**config.mk**
```make
export PLATFORM = sky130hd
export DESIGN_NAME = per_ctrl
export DESIGN_NICKNAME = d
export VERILOG_FILES = /design/src/hw/rtl/per_pkg.sv /design/src/hw/rtl/per_ctrl.sv
export SDC_FILE = /design/constraint.sdc
export NUM_CORES = 1
export LEC_CHECK = 0
export BUFFER_PORTS_ARGS = -buffer_cell sky130_fd_sc_hd__buf_2
export CAP_MARGIN = 20
export CORE_ASPECT_RATIO = 1.2
export CORE_MARGIN = 5
export CORE_UTILIZATION = 40
export DETAILED_ROUTE_END_ITERATION = 7
export GPL_TIMING_DRIVEN = 0
export PLACE_DENSITY = 0.67
export SYNTH_ARGS = -nofsm -noshare
export SYNTH_HDL_FRONTEND = slang
export SYNTH_SLANG_ARGS = --single-unit
export TNS_END_PERCENT = 50
```
**constraint.sdc**
```tcl
create_clock -name clk -period 3.5 [get_ports clk]
set_input_delay 0.7 -clock clk [delete_from_list [all_inputs] [get_ports clk]]
set_output_delay 0.7 -clock clk [all_outputs]
set_load 0.05 [all_outputs]
```
**src/hw/rtl/per_pkg.sv**
```systemverilog
package per_pkg;

    // Default storage sizes
    localparam int DEF_RING_SLOTS      = 32;
    localparam int DEF_MAX_EVENT_BYTES = 64;

    // Fixed field widths
    localparam int OP_W        = 3;
    localparam int TYPE_W      = 8;
    localparam int LEN_IN_W    = 8;
    localparam int BYTE_W      = 8;
    localparam int IDX_W       = 6;
    localparam int SEQ_W       = 8;
    localparam int SEL_W       = 5;
    localparam int KIND_W      = 3;
    localparam int LEN_OUT_W   = 7;
    localparam int SLOT_OUT_W  = 5;
    localparam int COUNT_OUT_W = 6;
    localparam int BUDGET_W    = 11;

    localparam logic [BUDGET_W-1:0] BUDGET_RESET = 11'd255;
    localparam int                  HEADER_BYTES = 3;
    localparam logic [SEQ_W-1:0]    FIRST_SEQ    = 8'd1;

    typedef enum logic [OP_W-1:0] {
        OP_ENQUEUE = 3'd0,
        OP_WRITE   = 3'd1,
        OP_ACK     = 3'd2,
        OP_POLL    = 3'd3,
        OP_READ    = 3'd4
    } op_t;

    typedef enum logic [KIND_W-1:0] {
        KIND_ENQ_REPLY    = 3'd0,
        KIND_WRITE_DONE   = 3'd1,
        KIND_ACK_REPLY    = 3'd2,
        KIND_POLL_ENTRY   = 3'd3,
        KIND_POLL_SUMMARY = 3'd4,
        KIND_READ_BYTE    = 3'd5
    } kind_t;

    typedef enum logic [3:0] {
        ST_IDLE,
        ST_DISPATCH,
        ST_ENQ_SCAN,
        ST_ACK_SCAN,
        ST_ACK_META,
        ST_POLL_SCAN,
        ST_POLL_META,
        ST_READ_WAIT,
        ST_EMIT_ENTRY,
        ST_EMIT_FINAL
    } state_t;

    // Controller to datapath
    typedef struct packed {
        logic  capture;      // latch the item, clear scan, result and poll totals
        logic  scan_step;    // advance the slot scan
        logic  meta_rd;      // read the header of the scanned slot
        logic  enq_commit;   // claim the scanned slot
        logic  ack_commit;   // free the scanned slot
        logic  entry_commit; // take the scanned slot into the poll reply
        logic  data_wr;      // write the data byte
        logic  data_rd;      // read the data byte
        logic  byte_take;    // hold the byte just read
        logic  out_load;     // load the result register
        kind_t out_kind;
    } per_cmd_t;

    // Datapath to controller
    typedef struct packed {
        logic [OP_W-1:0] op;
        logic            slot_used;
        logic            scan_last;
        logic            seq_match;
        logic            entry_fits;
        logic            out_free;
    } per_status_t;

endpackage

```
**src/hw/rtl/per_ctrl.sv**
```systemverilog
module per_ctrl
    import per_pkg::*;
(
    input  logic        clk,
    input  logic        rst_n,
    input  logic        item_valid,
    output logic        item_ready,
    input  per_status_t status,
    output per_cmd_t    cmd
);

    state_t state_reg;
    state_t state_next;
    kind_t  final_kind;

    always_ff @(posedge clk or negedge rst_n)
    begin
        if (!rst_n)
        begin
            state_reg <= ST_IDLE;
        end
        else
        begin
            state_reg <= state_next;
        end
    end

    // Closing result of each operation
    always_comb
    begin
        case (status.op)
            OP_ENQUEUE: final_kind = KIND_ENQ_REPLY;
            OP_ACK:     final_kind = KIND_ACK_REPLY;
            OP_POLL:    final_kind = KIND_POLL_SUMMARY;
            OP_READ:    final_kind = KIND_READ_BYTE;
            default:    final_kind = KIND_WRITE_DONE;
        endcase
    end

    always_comb
    begin
        state_next = state_reg;
        case (state_reg)
            ST_IDLE:
            begin
                if (item_valid)
                begin
                    state_next = ST_DISPATCH;
                end
            end
            ST_DISPATCH:
            begin
                case (status.op)
                    OP_ENQUEUE: state_next = ST_ENQ_SCAN;
                    OP_WRITE:   state_next = ST_EMIT_FINAL;
                    OP_ACK:     state_next = ST_ACK_SCAN;
                    OP_POLL:    state_next = ST_POLL_SCAN;
                    OP_READ:    state_next = ST_READ_WAIT;
                    default:    state_next = ST_IDLE;
                endcase
            end
            ST_ENQ_SCAN:
            begin
                if (!status.slot_used || status.scan_last)
                begin
                    state_next = ST_EMIT_FINAL;
                end
            end
            ST_ACK_SCAN:
            begin
                if (status.slot_used)
                begin
                    state_next = ST_ACK_META;
                end
                else if (status.scan_last)
                begin
                    state_next = ST_EMIT_FINAL;
                end
            end
            ST_ACK_META:
            begin
                if (status.seq_match || status.scan_last)
                begin
                    state_next = ST_EMIT_FINAL;
                end
                else
                begin
                    state_next = ST_ACK_SCAN;
                end
            end
            ST_POLL_SCAN:
            begin
                if (status.slot_used)
                begin
                    state_next = ST_POLL_META;
                end
                else if (status.scan_last)
                begin
                    state_next = ST_EMIT_FINAL;
                end
            end
            ST_POLL_META:
            begin
                state_next = status.entry_fits ? ST_EMIT_ENTRY : ST_EMIT_FINAL;
            end
            ST_READ_WAIT:
            begin
                state_next = ST_EMIT_FINAL;
            end
            ST_EMIT_ENTRY:
            begin
                if (status.out_free)
                begin
                    state_next = status.scan_last ? ST_EMIT_FINAL : ST_POLL_SCAN;
                end
            end
            ST_EMIT_FINAL:
            begin
                if (status.out_free)
                begin
                    state_next = ST_IDLE;
                end
            end
            default:
            begin
                state_next = ST_IDLE;
            end
        endcase
    end

    always_comb
    begin
        cmd        = '0;
        item_ready = 1'b0;
        case (state_reg)
            ST_IDLE:
            begin
                item_ready  = 1'b1;
                cmd.capture = item_valid;
            end
            ST_DISPATCH:
            begin
                cmd.data_wr = (status.op == OP_WRITE);
                cmd.data_rd = (status.op == OP_READ);
            end
            ST_ENQ_SCAN:
            begin
                cmd.enq_commit = !status.slot_used;
                cmd.scan_step  = status.slot_used && !status.scan_last;
            end
            ST_ACK_SCAN, ST_POLL_SCAN:
            begin
                cmd.meta_rd   = status.slot_used;
                cmd.scan_step = !status.slot_used && !status.scan_last;
            end
            ST_ACK_META:
            begin
                cmd.ack_commit = status.seq_match;
                cmd.scan_step  = !status.seq_match && !status.scan_last;
            end
            ST_POLL_META:
            begin
                cmd.entry_commit = status.entry_fits;
            end
            ST_READ_WAIT:
            begin
                cmd.byte_take = 1'b1;
            end
            ST_EMIT_ENTRY:
            begin
                cmd.out_load  = status.out_free;
                cmd.out_kind  = KIND_POLL_ENTRY;
                cmd.scan_step = status.out_free && !status.scan_last;
            end
            ST_EMIT_FINAL:
            begin
                cmd.out_load = status.out_free;
                cmd.out_kind = final_kind;
            end
            default:
            begin
                cmd = '0;
            end
        endcase
    end

endmodule

```
==> results of run 1 <==
[routing by layer]
layer / track usage / vias up / routed length [um]
li1: - / 393 / -
met1: 0.217 / 360 / 794
met2: 0.291 / 36 / 915
met3: 0.0435 / 2 / 159
met4: 0.0284 / 0 / 8
met5: 0 / - / 0
[worst register-to-register path: stages (launching register included)]
cell,delay [ps]
dfrtp_1,460
buf_2,260
nand3b_1,90
a21oi_1,310
o21ai_0,140
o32a_1,310
[metrics by stage]
stage	worst slack [ps]	hold slack, ps	utilization	instance area, um^2	power, W
2_1_floorplan	305	404	-	647	0.000499
3_3_place_gp	1060	503	0.528	783	0.000606
3_5_place_dp	1030	506	0.528	783	0.000611
4_1_cts	843	252	0.543	806	0.000672
5_1_grt	706	245	0.543	806	0.000727
6_report	843	254	0.543	806	0.000672
[placed cells by master (no fill, tap or decap), types with 4 or more instances in the layout]
cell type / instances
nor3_1: 5
nand2_1: 4
o21ai_0: 7
inv_1: 6
a21oi_1: 4
a31oi_1: 4
a211oi_1: 4
buf_2: 27
nand2b_1: 4
dfrtp_1: 4
nor2_1: 4
[report_power, final]
group	internal [W]	leakage [nW]	switching, W
logic	0.000180	0.309	0.000348
clock network	0.0000384	0.0138	0.0000198
registers	0.0000661	0.0513	0.0000202
total	0.000284	0.374	0.000388
[layout make-up]
cell class	count	area, um^2	share of cell area
Multi-Input combinational cell	72	482	0.598
Timing Repair Buffer	23	115	0.143
Sequential cell	4	100	0.124
Buffer	8	42.5	0.0528
Clock buffer	3	22.5	0.0280
Inverter	6	22.5	0.0280
Tap cell	17	21.3	0.0264
[kinds of logic (layout without fill, tap and decap cells)]
group	after synthesis	after routing
AO/OA/AOI/OAI	26	26
XOR/XNOR	1	1
adder cells (fa/ha/maj)	1	1
buffers and inverters	14	40
flip-flops	4	4
AND/OR/NAND/NOR	44	44
[final timing paths]
| kind | end | cells after the start | slack (ps) | from |
|---|---|---|---|---|
| max | cmd[11] | 5 | 840 | state_reg[1]$_DFFE_PN0P_ |
| min | state_reg[2]$_DFFE_PN0P_ | 1 | 250 | rst_n |
| max reg2reg | state_reg[0]$_DFFE_PN0P_ | 5 | 1820 | state_reg[1]$_DFFE_PN0P_ |
| min reg2reg | state_reg[0]$_DFFE_PN0P_ | 5 | 840 | state_reg[3]$_DFFE_PN0P_ |
| max in group asynchronous | state_reg[1]$_DFFE_PN0P_ | 1 | 3130 | rst_n |
| min in group clk | state_reg[1]$_DFFE_PN0P_ | 3 | 840 | status[5] |
==> flow_summary.yaml, run 1 <==
worst_setup_path:
  cp_max_fo: 10
  cp_slowest_cell: "dfrtp_1"
  crit_arrival_ps: 1960
  path_cells: "buf_2 > nor3b_1 > nand3_1 > a31oi_1 > buf_2"
  path_buf_inv: 2
  cp_top_family: "simple AND/OR/NAND/NOR gates"
  criticalPathCategory: "reg2out"
  critical-path-max-stage-delay_ps: 450
  cpMostUsedCell: "buf_2"
  crit_required_ps: 2800
  cp-start-kind: "register"
  cp-end-kind: "output pin"
clock_network:
  cts.sink_count: 4
  htreeDepth: 1
  cts_buffer_depth: 2
  cts-resized-gates: 0
  clk_pin_slew_ps: 40
  clock_latency_ps: 240
  tritoncts: "done"
  cts_setup_buffers: 0
  cts_hold_buf: 0
  cts_buffers: 3
  root_buffer: "clkbuf_4"
placement:
  dp_hpwl_um: 1490
  io_buffers: 23
  gp_congestion: 0.905
  place_inst: 130
pwr:
  vdd_drop_max_mv: 0.480
  p_leak_nw: 0.374
  p_per_area_nw_per_um2: 834
timing:
  setup_viol: 0
  grt_setup_unrepaired: "false"
  fin_setup_tns_ps: 0
  slew_viol_final: 0
  maxSlewHeadroom: 0.708
  tightest_slew_ps: 438
  fmax_mhz: 376
  finalClockSkew_ps: 2.03
  hold_viol: 0
  period_share: 0.759
  fin_crit_ps: 2660
hold_path:
  hp-class: "in2async"
finish:
  area.growth.synth_to_final_pct: 25.8
  fillCellCount: 153
  largest_reg_flops: 4
  stdcell_count: 133
  nets: 129
  drive_gt1_frac: 0.310
  insertedDiodeCount: 0
route:
  drt-total-wl_um: 1880
  drc: 0
  ant_nets: 0
  drtIter0Drc: 15
  wl_per_cell_um: 14.1
  dr_total_vias: 791
  viasPerCell: 5.95
  dr.pass1.iters: 4
synth:
  yosys.area_share.simple: 0.436
  synth_xor_area_frac: 0.0137
  ys.flop_type: "dfrtp_1"
  ys_seq_area_frac: 0.156
  synthMostInstantiatedCell: "o21ai_0"
  yosys-top-cells-count: "o21ai_0, inv_1, nor3_1"
  yosys.area.top_type: "dfrtp_1"
  muxShareOfSynthArea: 0
  synth_top_family_by_area: "simple AND/OR/NAND/NOR gates"
  synth.ff_latch_count: 4
  synth_warnings: 0
  synthesis.nets: 101
  netlist-cell-type-count: 35
  synthTopCellsByArea: "dfrtp_1, o21ai_0, a211oi_1, a31oi_1, nand2b_1"
  synthAdderAreaFrac: 0.0156
  synth_compound_area_frac: 0.277
  async_reset_ff_frac: 1.00
  yosys.area.top_type_share: 0.156
  netlist_instances: 90
  syn-mean-instance-area_um2: 7.12
  syn_area_um2: 641
  synth_edf_count: 0
grt:
  grt_start_max_net_pins: 11
  grt_overflow: 0
  grt_pass1_vias: 709
  grt_use_total: 0.171
  grt_antenna_before_repair: 0
  grt_pass1_wl_um: 3130
floorplan:
  pin_count: 25
  chipHeight_um: 53.8
  dieArea_um2: 2510
  initial_core_util: 0.432
  row_count: 15
  core-area_um2: 1480
  fp.dieW_um: 46.5
job:
  cap_violations: 0
status:
  status: "finished clean"
No activity file was read; power rests on OpenSTA's default activity.
==> inputs of run 2 (changes only) <==
clock period = 2.7 ns   (was 3.5 ns; I/O delays follow)
==> run 2 against run 1 <==
  * Sequential share of layout area down 0.096 points
  * Critical endpoint unchanged
  * First-iteration DRC count up 40%
  * Largest cell class unchanged
  * Via count down 1.9%
  * Critical path depth unchanged
==> flow_summary.yaml, run 2 (synthesized netlist as in run 1, its figures left out) <==
finish:
  largest_reg_flops: 4
  final_cell_mix: "buf_2, o21ai_0, inv_1"
  layout_commonest_cell: "buf_2"
  insertedDiodeCount: 0
  area.growth.synth_to_final_pct: 26.8
  drive_gt1_frac: 0.319
  utilization: 0.548
  nets: 129
worst_setup_path:
  crit_required_ps: 2160
  rrSetupSlack_ps: 1010
  cp-end-kind: "output pin"
  criticalPathCategory: "reg2out"
  reg2reg_from: "state_reg[1]$_DFFE_PN0P_"
  cp_slowest_cell: "dfrtp_1"
  cpMostUsedCell: "buf_2"
  reg2reg_depth: 5
  cp-start-kind: "register"
  cp_max_fo: 10
  cp_top_family: "simple AND/OR/NAND/NOR gates"
  critical-path-max-stage-delay_ps: 440
  path_buf_inv: 2
  path_cells: "buf_2 > nor3b_1 > nand3_1 > a31oi_1 > buf_2"
  timing.rr.end: "state_reg[0]$_DFFE_PN0P_"
  crit_arrival_ps: 1930
grt:
  grt_antenna_before_repair: 0
  grt_start_max_net_pins: 11
  grt_overflow: 0
  grt_pass1_vias: 724
  grt_use_total: 0.173
  grt_pass1_wl_um: 3180
floorplan:
  row_count: 15
  chipHeight_um: 53.8
  core-area_um2: 1480
  fp.dieW_um: 46.5
  dieArea_um2: 2510
  initial_core_util: 0.432
  pin_count: 25
clock_network:
  cts_buffer_depth: 2
  cts_setup_buffers: 0
  htreeDepth: 1
  cts_hold_buf: 0
  tritoncts: "done"
  cts_buffers: 3
  cts-resized-gates: 0
  cts.sink_count: 4
  root_buffer: "clkbuf_4"
  clock_latency_ps: 240
  clk_pin_slew_ps: 40
placement:
  dp_hpwl_um: 1520
  gp_congestion: 0.861
  io_buffers: 23
  pre_cts_ws_ps: 485
timing:
  setup_viol: 0
  grt_setup_unrepaired: "false"
  maxSlewHeadroom: 0.688
  fin_crit_ps: 2470
  setup_ws_ps: 230
  period_share: 0.915
  tightest_slew_ps: 467
  fmax_mhz: 405
  finalClockSkew_ps: 1.67
  hold_viol: 0
  slew_viol_final: 0
route:
  drc: 0
  drtIter0Drc: 21
  drt-total-wl_um: 1880
  ant_nets: 0
  wl_per_cell_um: 14.2
  dr_total_vias: 776
  viasPerCell: 5.83
  dr.pass1.iters: 4
hold_path:
  hp-class: "in2async"
job:
  cap_violations: 0
pwr:
  vdd_drop_max_mv: 0.565
  p_per_area_nw_per_um2: 1070
  p_leak_nw: 0.375
status:
  status: "finished clean"
[run 2: through the flow]
step                      cells  setup TNS [ps]  area (um^2)  hold WS (ps)  total power (W)
after floorplan              90            -184          653           244         0.000649
after global placement      130               0          790           343         0.000789
after global routing        133               0          812          89.1         0.000949
after CTS                   133               0          812          92.2         0.000871
after detailed placement    130               0          790           347         0.000793
final                       133               0          812          96.6         0.000870
[run 2: layer usage]
layer | wire length, um | global-route usage | vias up
li1 | - | - | 390
met1 | 824 | 0.218 | 359
met2 | 923 | 0.296 | 24
met3 | 126 | 0.0435 | 3
met4 | 7 | 0.0284 | 0
met5 | 0 | 0 | -
[run 2: worst reg2reg max path, delay by kind of cell, from the launching register on]
family | cells | cell delay [ps]
and+or+nand+nor | 1 | 90
AOI/OAI and AO/OA | 3 | 770
DFF | 1 | 450
buffers and inverters | 1 | 260
[run 2: worst max path at each step]
| stage | from | to | slack [ps] | cells after the start |
|---|---|---|---|---|
| after global placement | state_reg[1]$_DFFE_PN0P_ | cmd[11] | 470 | 5 |
| after floorplan | state_reg[3]$_DFFE_PN0P_ | cmd[7] | -70 | 3 |
| after detailed placement | state_reg[1]$_DFFE_PN0P_ | cmd[11] | 480 | 5 |
| final | state_reg[1]$_DFFE_PN0P_ | cmd[11] | 230 | 5 |
| after global routing | state_reg[1]$_DFFE_PN0P_ | cmd[11] | 50 | 5 |
| after CTS | state_reg[1]$_DFFE_PN0P_ | cmd[11] | 230 | 5 |
[run 2: power by group]
part	internal, W	total [W]	leakage [nW]	switching (W)
registers	0.0000857	0.000111	0.0513	0.0000253
clock network	0.0000498	0.0000751	0.0138	0.0000253
logic	0.000233	0.000683	0.309	0.000450
[run 2: layout make-up]
type | instances | area (um^2)
Inverter | 6 | 22.5
Buffer | 8 | 42.5
Timing Repair Buffer | 23 | 115
Sequential cell | 4 | 100
Multi-Input combinational cell | 72 | 488
Clock buffer | 3 | 22.5
Fill cell | 146 | 671
Tap cell | 17 | 21.3
